**src/rtl/core/tcp_option_field_extractor_defines.svh**
```systemverilog
// Assertion macros used by the RTL scan stage (tofe_scan).
`ifndef TCP_OPTION_FIELD_EXTRACTOR_DEFINES_SVH
`define TCP_OPTION_FIELD_EXTRACTOR_DEFINES_SVH

`ifndef SYNTHESIS

// Same-cycle implication, checked out of reset.
`define TOFE_ASSERT_NOW(label, clk, rst_n, ante, cons) \
    label: assert property (@(posedge clk) disable iff (!rst_n) (ante) |-> (cons)) \
        else $error("tofe: same-cycle check failed");

// Next-cycle implication, checked out of reset.
`define TOFE_ASSERT_NEXT(label, clk, rst_n, ante, cons) \
    label: assert property (@(posedge clk) disable iff (!rst_n) (ante) |=> (cons)) \
        else $error("tofe: next-cycle check failed");

`else

`define TOFE_ASSERT_NOW(label, clk, rst_n, ante, cons)
`define TOFE_ASSERT_NEXT(label, clk, rst_n, ante, cons)

`endif

`endif

```
**src/rtl/core/tofe_pkg.sv**
```systemverilog
package tofe_pkg;

    typedef struct packed {
        logic [7:0] opt_byte;
        logic [5:0] area_len;
        logic       last;
    } in_item_t;

    typedef struct packed {
        logic        found;
        logic [63:0] option_word;
    } out_item_t;

    typedef enum logic [2:0] {
        PH_FIRST = 3'd0,
        PH_KIND  = 3'd1,
        PH_SIZE  = 3'd2,
        PH_SKIP  = 3'd3,
        PH_CAPT  = 3'd4,
        PH_DONE  = 3'd5
    } phase_t;

    // scan stage -> result register
    typedef struct packed {
        logic      emit;
        out_item_t item;
    } res_push_t;

    localparam logic [5:0] MAX_AREA          = 6'd40;
    localparam logic [7:0] KIND_EOL          = 8'd0;
    localparam logic [7:0] KIND_NOP          = 8'd1;
    localparam logic [7:0] MIN_SIZE          = 8'd2;
    localparam logic [7:0] CAPTURE_BYTES     = 8'd8;
    localparam int         CAPTURE_LANES     = 8;
    localparam logic [2:0] FIRST_CAPT_INDEX  = 3'd2;
    localparam logic [2:0] LAST_CAPT_INDEX   = 3'd7;
    localparam logic [7:0] WANTED_KIND_RESET = 8'd254;

endpackage

```
**src/rtl/core/tofe_in_stage.sv**
```systemverilog
module tofe_in_stage
(
    input  logic               clk,
    input  logic               rst_n,
    input  logic               byte_valid,
    output logic               byte_stall,
    input  tofe_pkg::in_item_t byte_data,
    input  logic               consume,
    output logic               held_valid,
    output tofe_pkg::in_item_t held_item
);

    logic               valid_reg;
    logic               valid_next;
    tofe_pkg::in_item_t item_reg;
    logic               load;

    assign byte_stall = valid_reg && !consume;
    assign load       = byte_valid && !byte_stall;

    always_comb
    begin
        valid_next = valid_reg;
        if (load)
        begin
            valid_next = 1'b1;
        end
        else if (consume)
        begin
            valid_next = 1'b0;
        end
    end

    always_ff @(posedge clk or negedge rst_n)
    begin
        if (!rst_n)
        begin
            valid_reg <= 1'b0;
        end
        else
        begin
            valid_reg <= valid_next;
        end
    end

    always_ff @(posedge clk)
    begin
        if (load)
        begin
            item_reg <= byte_data;
        end
    end

    assign held_valid = valid_reg;
    assign held_item  = item_reg;

endmodule

```
**src/rtl/core/tofe_scan.sv**
```systemverilog
`include "tcp_option_field_extractor_defines.svh"

module tofe_scan
(
    input  logic                clk,
    input  logic                rst_n,
    input  logic                cfg_valid,
    input  logic                cfg_ready,
    input  logic [7:0]          cfg_data,
    input  logic                held_valid,
    input  tofe_pkg::in_item_t  held_item,
    input  logic                res_room,
    output logic                consume,
    output tofe_pkg::res_push_t push
);

    logic [7:0]       wanted_kind_reg;
    tofe_pkg::phase_t phase_reg;
    tofe_pkg::phase_t phase_next;
    logic [5:0]       bytes_left_reg;
    logic [5:0]       bytes_left_next;
    logic [5:0]       skip_count_reg;
    logic [5:0]       skip_count_next;
    logic [2:0]       capture_index_reg;
    logic [2:0]       capture_index_next;
    logic [63:0]      capture_word_reg;
    logic [63:0]      capture_word_next;
    logic             match_flag_reg;
    logic             match_flag_next;

    assign consume = held_valid && (!held_item.last || res_room);

    always_comb
    begin
        tofe_pkg::phase_t ph;
        logic [5:0]       bl;
        logic [5:0]       prior_left;
        logic [5:0]       skip;
        logic [2:0]       idx;
        logic [63:0]      word;
        logic             match;
        logic [7:0]       b;
        logic [7:0]       kind;

        b     = held_item.opt_byte;
        ph    = phase_reg;
        bl    = bytes_left_reg;
        skip  = skip_count_reg;
        idx   = capture_index_reg;
        word  = capture_word_reg;
        match = match_flag_reg;

        // first item of a segment: fresh scan state
        if (phase_reg == tofe_pkg::PH_FIRST)
        begin
            ph    = tofe_pkg::PH_KIND;
            bl    = (held_item.area_len > tofe_pkg::MAX_AREA) ? tofe_pkg::MAX_AREA
                                                              : held_item.area_len;
            skip  = 6'd0;
            idx   = 3'd0;
            word  = 64'd0;
            match = 1'b0;
        end

        prior_left = bl;
        kind       = word[7:0];

        if ((bl != 6'd0) && (ph != tofe_pkg::PH_DONE) && (ph != tofe_pkg::PH_FIRST))
        begin
            bl = bl - 6'd1;
            case (ph)
                tofe_pkg::PH_KIND:
                begin
                    if (b == tofe_pkg::KIND_EOL)
                    begin
                        ph = tofe_pkg::PH_DONE;
                    end
                    else if (b != tofe_pkg::KIND_NOP)
                    begin
                        word = {56'd0, b};
                        ph   = (bl == 6'd0) ? tofe_pkg::PH_DONE : tofe_pkg::PH_SIZE;
                    end
                end
                tofe_pkg::PH_SIZE:
                begin
                    // size counts kind and size bytes; prior_left + 1 is what is left
                    if ((b < tofe_pkg::MIN_SIZE) || (b > ({2'b00, prior_left} + 8'd1)))
                    begin
                        ph = tofe_pkg::PH_DONE;
                    end
                    else if ((kind == wanted_kind_reg) && (b == tofe_pkg::CAPTURE_BYTES))
                    begin
                        word = {48'd0, b, kind};
                        idx  = tofe_pkg::FIRST_CAPT_INDEX;
                        ph   = tofe_pkg::PH_CAPT;
                    end
                    else
                    begin
                        skip = 6'(b - tofe_pkg::MIN_SIZE);
                        ph   = (skip == 6'd0) ? tofe_pkg::PH_KIND : tofe_pkg::PH_SKIP;
                    end
                end
                tofe_pkg::PH_SKIP:
                begin
                    skip = skip - 6'd1;
                    if (skip == 6'd0)
                    begin
                        ph = tofe_pkg::PH_KIND;
                    end
                end
                tofe_pkg::PH_CAPT:
                begin
                    for (int lane = 0; lane < tofe_pkg::CAPTURE_LANES; lane++)
                    begin
                        if (idx == 3'(lane))
                        begin
                            word[lane*8 +: 8] = word[lane*8 +: 8] | b;
                        end
                    end
                    if (idx >= tofe_pkg::LAST_CAPT_INDEX)
                    begin
                        match = 1'b1;
                        ph    = tofe_pkg::PH_DONE;
                    end
                    else
                    begin
                        idx = idx + 3'd1;
                    end
                end
                default:
                begin
                    ph = tofe_pkg::PH_DONE;
                end
            endcase
        end

        push.emit             = consume && held_item.last;
        push.item.found       = match;
        push.item.option_word = match ? word : 64'd0;

        if (held_item.last)
        begin
            phase_next         = tofe_pkg::PH_FIRST;
            bytes_left_next    = 6'd0;
            skip_count_next    = 6'd0;
            capture_index_next = 3'd0;
            capture_word_next  = 64'd0;
            match_flag_next    = 1'b0;
        end
        else
        begin
            phase_next         = ph;
            bytes_left_next    = bl;
            skip_count_next    = skip;
            capture_index_next = idx;
            capture_word_next  = word;
            match_flag_next    = match;
        end
    end

    always_ff @(posedge clk or negedge rst_n)
    begin
        if (!rst_n)
        begin
            wanted_kind_reg <= tofe_pkg::WANTED_KIND_RESET;
        end
        else if (cfg_valid && cfg_ready)
        begin
            wanted_kind_reg <= cfg_data;
        end
    end

    always_ff @(posedge clk or negedge rst_n)
    begin
        if (!rst_n)
        begin
            phase_reg         <= tofe_pkg::PH_FIRST;
            bytes_left_reg    <= 6'd0;
            skip_count_reg    <= 6'd0;
            capture_index_reg <= 3'd0;
            capture_word_reg  <= 64'd0;
            match_flag_reg    <= 1'b0;
        end
        else if (consume)
        begin
            phase_reg         <= phase_next;
            bytes_left_reg    <= bytes_left_next;
            skip_count_reg    <= skip_count_next;
            capture_index_reg <= capture_index_next;
            capture_word_reg  <= capture_word_next;
            match_flag_reg    <= match_flag_next;
        end
    end

    `TOFE_ASSERT_NOW(a_left_capped, clk, rst_n, 1'b1, bytes_left_reg <= tofe_pkg::MAX_AREA)
    `TOFE_ASSERT_NOW(a_match_done, clk, rst_n, match_flag_reg,
                     phase_reg == tofe_pkg::PH_DONE)
    `TOFE_ASSERT_NOW(a_capt_index, clk, rst_n, phase_reg == tofe_pkg::PH_CAPT,
                     capture_index_reg >= tofe_pkg::FIRST_CAPT_INDEX)
    `TOFE_ASSERT_NEXT(a_last_rearms, clk, rst_n, consume && held_item.last,
                      phase_reg == tofe_pkg::PH_FIRST && !match_flag_reg)

endmodule

```
**src/rtl/core/tofe_out_stage.sv**
```systemverilog
module tofe_out_stage
(
    input  logic                clk,
    input  logic                rst_n,
    input  tofe_pkg::res_push_t push,
    output logic                res_room,
    output logic                result_valid,
    input  logic                result_stall,
    output tofe_pkg::out_item_t result_data
);

    logic                valid_reg;
    logic                valid_next;
    tofe_pkg::out_item_t item_reg;

    assign res_room = !valid_reg || !result_stall;

    always_comb
    begin
        valid_next = valid_reg;
        if (push.emit)
        begin
            valid_next = 1'b1;
        end
        else if (valid_reg && !result_stall)
        begin
            valid_next = 1'b0;
        end
    end

    always_ff @(posedge clk or negedge rst_n)
    begin
        if (!rst_n)
        begin
            valid_reg <= 1'b0;
        end
        else
        begin
            valid_reg <= valid_next;
        end
    end

    always_ff @(posedge clk)
    begin
        if (push.emit)
        begin
            item_reg <= push.item;
        end
    end

    assign result_valid = valid_reg;
    assign result_data  = item_reg;

endmodule

```
**src/rtl/core/tcp_option_field_extractor.sv**
```systemverilog
// Channel      Dir   Handshake        Payload
// byte_*       in    valid / stall    tofe_pkg::in_item_t  (one option byte)
// result_*     out   valid / stall    tofe_pkg::out_item_t (found, option_word)
// cfg_*        in    valid / ready    wanted_kind, 8 bits
//
// One byte is taken every cycle while byte_stall is low; a byte passes the input register, then the result register.
// The scan state updates in one pass between the input and result registers.
// rst_n is asynchronous: scan state clears, wanted_kind returns to 254.
// A stalled result only holds up the input when the next held byte ends a segment.
// cfg_ready is always high; write only while the block is idle.
module tcp_option_field_extractor
(
    input  logic                clk,
    input  logic                rst_n,
    input  logic                byte_valid,
    output logic                byte_stall,
    input  tofe_pkg::in_item_t  byte_data,
    output logic                result_valid,
    input  logic                result_stall,
    output tofe_pkg::out_item_t result_data,
    input  logic                cfg_valid,
    output logic                cfg_ready,
    input  logic [7:0]          cfg_data
);

    logic                held_valid;
    tofe_pkg::in_item_t  held_item;
    logic                consume;
    logic                res_room;
    tofe_pkg::res_push_t push;

    assign cfg_ready = 1'b1;

    tofe_in_stage u_in_stage
    (
        .clk        (clk),
        .rst_n      (rst_n),
        .byte_valid (byte_valid),
        .byte_stall (byte_stall),
        .byte_data  (byte_data),
        .consume    (consume),
        .held_valid (held_valid),
        .held_item  (held_item)
    );

    tofe_scan u_scan
    (
        .clk        (clk),
        .rst_n      (rst_n),
        .cfg_valid  (cfg_valid),
        .cfg_ready  (cfg_ready),
        .cfg_data   (cfg_data),
        .held_valid (held_valid),
        .held_item  (held_item),
        .res_room   (res_room),
        .consume    (consume),
        .push       (push)
    );

    tofe_out_stage u_out_stage
    (
        .clk          (clk),
        .rst_n        (rst_n),
        .push         (push),
        .res_room     (res_room),
        .result_valid (result_valid),
        .result_stall (result_stall),
        .result_data  (result_data)
    );

endmodule

```
**config.mk**
```make
export PLATFORM = sky130hd
export DESIGN_NAME = tcp_option_field_extractor
export DESIGN_NICKNAME = d
export VERILOG_FILES = /design/src/rtl/core/tofe_pkg.sv /design/src/rtl/core/tofe_in_stage.sv /design/src/rtl/core/tofe_scan.sv /design/src/rtl/core/tofe_out_stage.sv /design/src/rtl/core/tcp_option_field_extractor.sv
export VERILOG_INCLUDE_DIRS = /design/src /design/src/rtl/core
export SDC_FILE = /design/constraint.sdc
export NUM_CORES = 1
export LEC_CHECK = 0
export BUFFER_PORTS_ARGS = -buffer_cell sky130_fd_sc_hd__buf_4
export CORE_ASPECT_RATIO = 0.8
export CORE_MARGIN = 1.5
export CORE_UTILIZATION = 58
export DETAILED_ROUTE_END_ITERATION = 6
export GPL_ROUTABILITY_DRIVEN = 0
export MAX_ROUTING_LAYER = met4
export PLACE_DENSITY = 0.82
export SYNTH_ARGS = -nofsm -noshare
export SYNTH_HDL_FRONTEND = slang
export SYNTH_HIERARCHICAL = 1
export SYNTH_SLANG_ARGS = --single-unit
```
**constraint.sdc**
```tcl
create_clock -name clk -period 9.9 [get_ports clk]
set_input_delay 1.485 -clock clk [delete_from_list [all_inputs] [get_ports clk]]
set_output_delay 1.485 -clock clk [all_outputs]
set_load 0.01 [all_outputs]
```
# Word level (Yosys, flattened, before mapping)
# Index checks and enable logic that the tools add are counted.
# totals
latch_bits,0
ram_bits,0
output_inout_bits,68
romBits,0
ff_bits,173
mem_count,0
elab_cells,126
# classes
n_lt_le_gt_ge,4
bitwise,8
n_eq_ne,15
muxes,54
n_reduce_logical,26
multipliers,0
shift,0
add_sub_neg,5
n_div,0
# ops
op,n
64-bit 2-to-1 mux,7
64-bit one-hot mux with 3 select lines,1
8-bit 2-to-1 mux,8
8-bit OR,8
6-bit 2-to-1 mux,9
3-bit 2-to-1 mux,16
6-bit logical NOT,3
"3-bit == test, second input constant",5
"3-bit by 2-bit == test with 1-bit output, second input constant",4
3-bit one-hot mux with 4 select lines,1
6-bit one-hot mux with 2 select lines,1
"6-bit by 1-bit subtractor with 6-bit output, second input constant",2
1-bit 2-to-1 mux,9
"8-bit by 4-bit == test with 1-bit output, second input constant",1
8-bit == test,1
8-bit by 7-bit greater-than comparator with 1-bit output,1
1-bit logical AND,8
8-bit logical NOT,1
"8-bit by 2-bit less-than comparator with 1-bit output, second input constant",1
"8-bit by 1-bit inequality test with 1-bit output, second input constant",1
"6-bit by 1-bit adder with 7-bit output, second input constant",1
"3-bit by 1-bit == test with 1-bit output, second input constant",2
"6-bit greater-than comparator, second input constant",1
3-bit logical NOT,2
11 further kinds,18

# Depth between registers and ports, before layout
# depth
depth_word,11
ltp_mapped,18
depth_no_buf,14

# By module
# Netlist, hierarchy kept.
# by_module_without_submodules
mod,n_inst,seq_area_each_um2,cells_each,area_per_inst_um2
tofe_scan,1,2285.9,643,5941.9
tofe_out_stage,1,1976.9,68,1988.2
tofe_in_stage,1,475.5,20,508.0
tcp_option_field_extractor,1,0.0,2,11.3

# Least setup slack after synthesis
# No wires, ideal clock.
# synth_timing
path_type,reg-to-reg
from,reg u_scan.phase_reg[2]
to,"reg u_out_stage.item_reg (netlist bit u_out_stage/result_data[15]), data pin"
n_path_buf,4
required_ps,9644
t_arrival_ps,3586
period_less_slack_ps,3843
path_slack_ps,6057
stages_incl_launch_ff,18
path_cell_list,dfrtp_1 -> buf_2 -> or3_4 -> buf_6 -> clkbuf_1 -> nor3b_1 -> a21oi_1 -> nand3b_1 -> xnor2_1 -> ha_1 -> nand4_1 -> o21bai_1 -> a32oi_1 -> or2_0 -> o31ai_4 -> nor2_2 -> buf_2 -> a22o_1
# synth_via
elab_chain_len,8
word_cells_on_any_way,32
# synth_lines
item,line,rtl
from (decl),tofe_scan.sv:18,tofe_pkg::phase_t phase_reg;
from (signal assigned),tofe_scan.sv:177,phase_reg <= tofe_pkg::PH_FIRST;
from (signal assigned),tofe_scan.sv:186,phase_reg <= phase_next;
3-bit logical NOT,tofe_scan.sv:54,if (phase_reg == tofe_pkg::PH_FIRST)
6-bit 2-to-1 mux or 64-bit 2-to-1 mux (tied branches),tofe_scan.sv:54,
6-bit by 1-bit adder with 7-bit output or 8-bit == test (tied branches),"tofe_scan.sv:87, tofe_scan.sv:91",
8-bit by 7-bit greater-than comparator with 1-bit output or 1-bit logical AND (tied branches),"tofe_scan.sv:87, tofe_scan.sv:91",
1-bit logical OR or 64-bit 2-to-1 mux (tied branches),"tofe_scan.sv:87, tofe_scan.sv:91",
64-bit 2-to-1 mux,tofe_scan.sv:87,"if ((b < tofe_pkg::MIN_SIZE) || (b > ({2'b00, prior_left} + 8'd1)))"
64-bit one-hot mux with 3 select lines,tofe_scan.sv:71,case (ph)
64-bit 2-to-1 mux,tofe_scan.sv:68,if ((bl != 6'd0) && (ph != tofe_pkg::PH_DONE) && (ph != tofe_pkg::PH_FIRST))
to (signal assigned),tofe_out_stage.sv:47,item_reg <= push.item;
to (decl),tofe_out_stage.sv:14,tofe_pkg::out_item_t item_reg;
# Several ways; a longest one is shown, not always the timed one.
# A chain may end at the register's enable or synchronous reset.

# Worst setup path in the final report
# layout_timing
from,reg u_scan.phase_reg[0]
to,"reg u_out_stage.item_reg (netlist bit u_out_stage/result_data[62]), data pin"
# The elaborated chain is that of the path after synthesis.

==> results.txt <==
status - finished with violations
failing checks - DRC
fin cells - 1,008
wire per inst - 22.9 um
worst skew pair latency - 440 ps
Nets - 858
fin crit share - 56.1%
CTS resizes - 0
Clock Path Buffers - 2
Initial Utilization - 59.3%
Crit. End Element - flop
Reg power frac - 39.2%
first-pass GRT wire length - 36,500 um
fin. max-slew vios - 0
CP Data Arrival Time - 5810 ps
Hold Path Stages - 1
Critical Path Start Type - flop
Yosys top cell area share - 28.4%
synth top area cells - edfxtp_1, dfrtp_1, o2bb2ai_1
# DRC - 4
R2R depth - 14
CTS tree - built
Synth Cell Area - 0.00845 sq mm
fmax - 180 MHz
RSZ-0062 raised after global routing - false
final setup fails - 0
Fin. Hold Viols - 0
final core area utilization - 68.8%
post-synthesis sequential area ratio - 56.1%
Pleak - 3.90 nW
leading area contributor after synthesis - edfxtp_1
number of flops mapped to enable cells by yosys - 80
die footprint - 0.0153 sq mm
worst r2r dst - u_out_stage/result_data[62]$_DFFE_PP_
TNS Setup - 0 ps
DR iter-0 viols - 1,118
sw power - 0.000937 W
DRT antenna net count - 0
MaxCap Viol Count - 0
detailed placer's ending HPWL - 15,200 um
most common cell after layout, fill and taps aside - buf_4
Die Y - 111 um
clk slew on worst S/H paths - 70 ps
hold buffers post-CTS - 0
Logic pwr share - 34.5%
critical path class - reg -> reg
post-synthesis cell count - 733
total core area - 0.0142 sq mm
Area Overhead vs Synth - 15.9%
worst min-delay path class - reg -> reg
hold path start - u_scan/capture_word_reg[57]$_DFFE_PN0P_
1st-pass router iterations - 7
IO Port Bufs - 94
vias in the first global route - 6,709
Data required, critical path - 10,150 ps
skew final - 9.88 ps
post-CTS setup buffers - 0
CTS H-Tree Depth - 4
worst-path maximum fanout - 53
clock root buffer master - clkbuf_16
Inst Count DP - 976
Ant. Diodes - 0
Worst Hold Path EP - u_scan/capture_word_reg[57]$_DFFE_PN0P_
IO Pins - 96
Die X - 138 um
GRT Total Usage - 32.5%
Sw Share - 38.9%
Vias - 6,960
synthesis warning total - 6
Synth Area per Inst - 11.5 sq um
setup slack on the worst flop-to-flop path - 4340 ps
largest net degree at the start of global routing - 57
Worst-Margin Slew - 1250 ps
internal power - 0.00147 W
R2R Path Start - u_scan/phase_reg[0]$_DFFE_PN0P_
share of cells above drive strength 1 - 20.0%
Period minus WS final - 5560 ps
FF+latch count, synth - 173
row count - 39
Synth cell types - 72
post-DR vias/cell - 6.90
fraction of registers with async set/reset - 53.8%
Peak VDD IR - 0.150 mV
total wire length - 23,100 um
Largest register FFs - 65
most used flip-flop cell after synthesis - dfrtp_1
grt ovf - 0
cts bufs inserted - 17
antenna violations before repair - 0
Slew HR - 16.5%
Power Density - 246 mW/mm^2
total number of clock tree sinks - 173
most frequent cells in the layout - buf_4, dfrtp_1, o2bb2ai_1
power share of the clock group - 26.2%
[cell type report]
type	count	area, sq um
clock buffer	21	480
clock inverter	11	82.6
fill	1008	4450
inverter	23	86.3
multi-input combinational	497	3440
sequential	173	4740
tap	184	230
timing repair buffer	99	743
[power by group through the flow]
stage / logic, W / registers (W) / clock network, W
after floorplan: 0.000619 / 0.000897 / 0
after global placement: 0.000755 / 0.000942 / 0
after detailed placement: 0.000790 / 0.000948 / 0
after CTS: 0.000801 / 0.000936 / 0.000640
after global routing: 0.000893 / 0.000951 / 0.000673
final: 0.000831 / 0.000944 / 0.000631
[worst max-delay path, stage by stage (launching register included)]
cell,delay [ps]
dfrtp_1,700
nor3_1,770
a31oi_1,410
inv_1,190
ha_1,220
nand2_1,110
xnor2_1,150
ha_1,330
nand4_1,140
o21bai_1,200
a32oi_1,380
or2_0,390
o31ai_4,170
nor2_4,960
o2bb2ai_1,230
[worst max path at each step]
stage	start	to	slack [ps]
3_3_place_gp	u_scan/phase_reg[0]$_DFFE_PN0P_	u_out_stage/result_data[23]$_DFFE_PP_	5010
4_1_cts	u_scan/phase_reg[0]$_DFFE_PN0P_	u_out_stage/result_data[9]$_DFFE_PP_	4520
6_report	u_scan/phase_reg[0]$_DFFE_PN0P_	u_out_stage/result_data[62]$_DFFE_PP_	4340
2_1_floorplan	u_scan/phase_reg[2]$_DFFE_PN0P_	u_out_stage/result_data[15]$_DFFE_PP_	6060
3_5_place_dp	u_scan/phase_reg[0]$_DFFE_PN0P_	u_out_stage/result_data[14]$_DFFE_PP_	4590
5_1_grt	u_scan/phase_reg[0]$_DFFE_PN0P_	u_out_stage/result_data[9]$_DFFE_PP_	4080
[cell usage after synthesis (3+ instances only)]
cell type,instances
a21oi_1,19
xnor2_1,13
buf_6,5
nand3_1,17
a22o_1,20
inv_1,21
nor3_1,21
edfxtp_1,80
a32o_1,12
nor2b_1,5
a22oi_1,11
nand2b_1,8
a311oi_1,3
a41oi_1,3
or2_2,4
buf_2,8
o21ai_0,29
o31a_1,3
o22ai_1,5
dfrtp_1,86
o31ai_1,3
or3_1,3
nor2_1,40
mux2i_1,3
a31oi_1,11
and3_1,8
a21o_1,5
clkbuf_1,25
o2bb2ai_1,82
nand2_1,69
o211ai_1,5
nand4_1,10
o21a_1,4
mux2_2,9
and2_1,7
a32oi_1,6
dfstp_2,7
ha_1,19
[logic make-up after synthesis]
family | after synthesis | synth area share (%)
adder cells (fa/ha/maj) | 19 | 2.81
buffers and inverters | 64 | 3.49
AO/OA/AOI/OAI | 238 | 22.0
flip-flops | 173 | 56.1
multiplexers | 12 | 1.55
XOR/XNOR | 15 | 1.55
AND/OR/NAND/NOR | 211 | 12.4
other | 1 | 0.0444
[metrics by stage]
step | total power [W] | hold slack, ps | setup slack [ps] | area (sq um)
2_1_floorplan | 0.00152 | 450 | 6060 | 8450
5_1_grt | 0.00252 | 502 | 4080 | 9800
3_3_place_gp | 0.00170 | 472 | 5010 | 9230
6_report | 0.00241 | 493 | 4340 | 9800
4_1_cts | 0.00238 | 493 | 4520 | 9800
3_5_place_dp | 0.00174 | 475 | 4590 | 9230
[metal layers]
| metal | routed length, um | global-route usage [%] | vias to the layer above |
|---|---|---|---|
| met4 | 616 | 10.6 | 0 |
| met2 | 10400 | 45.7 | 520 |
| met1 | 9360 | 45.6 | 3384 |
| li1 | - | - | 2978 |
| met3 | 2740 | 9.83 | 78 |
| met5 | 0 | - | - |
(Power assumes the default switching activity.)
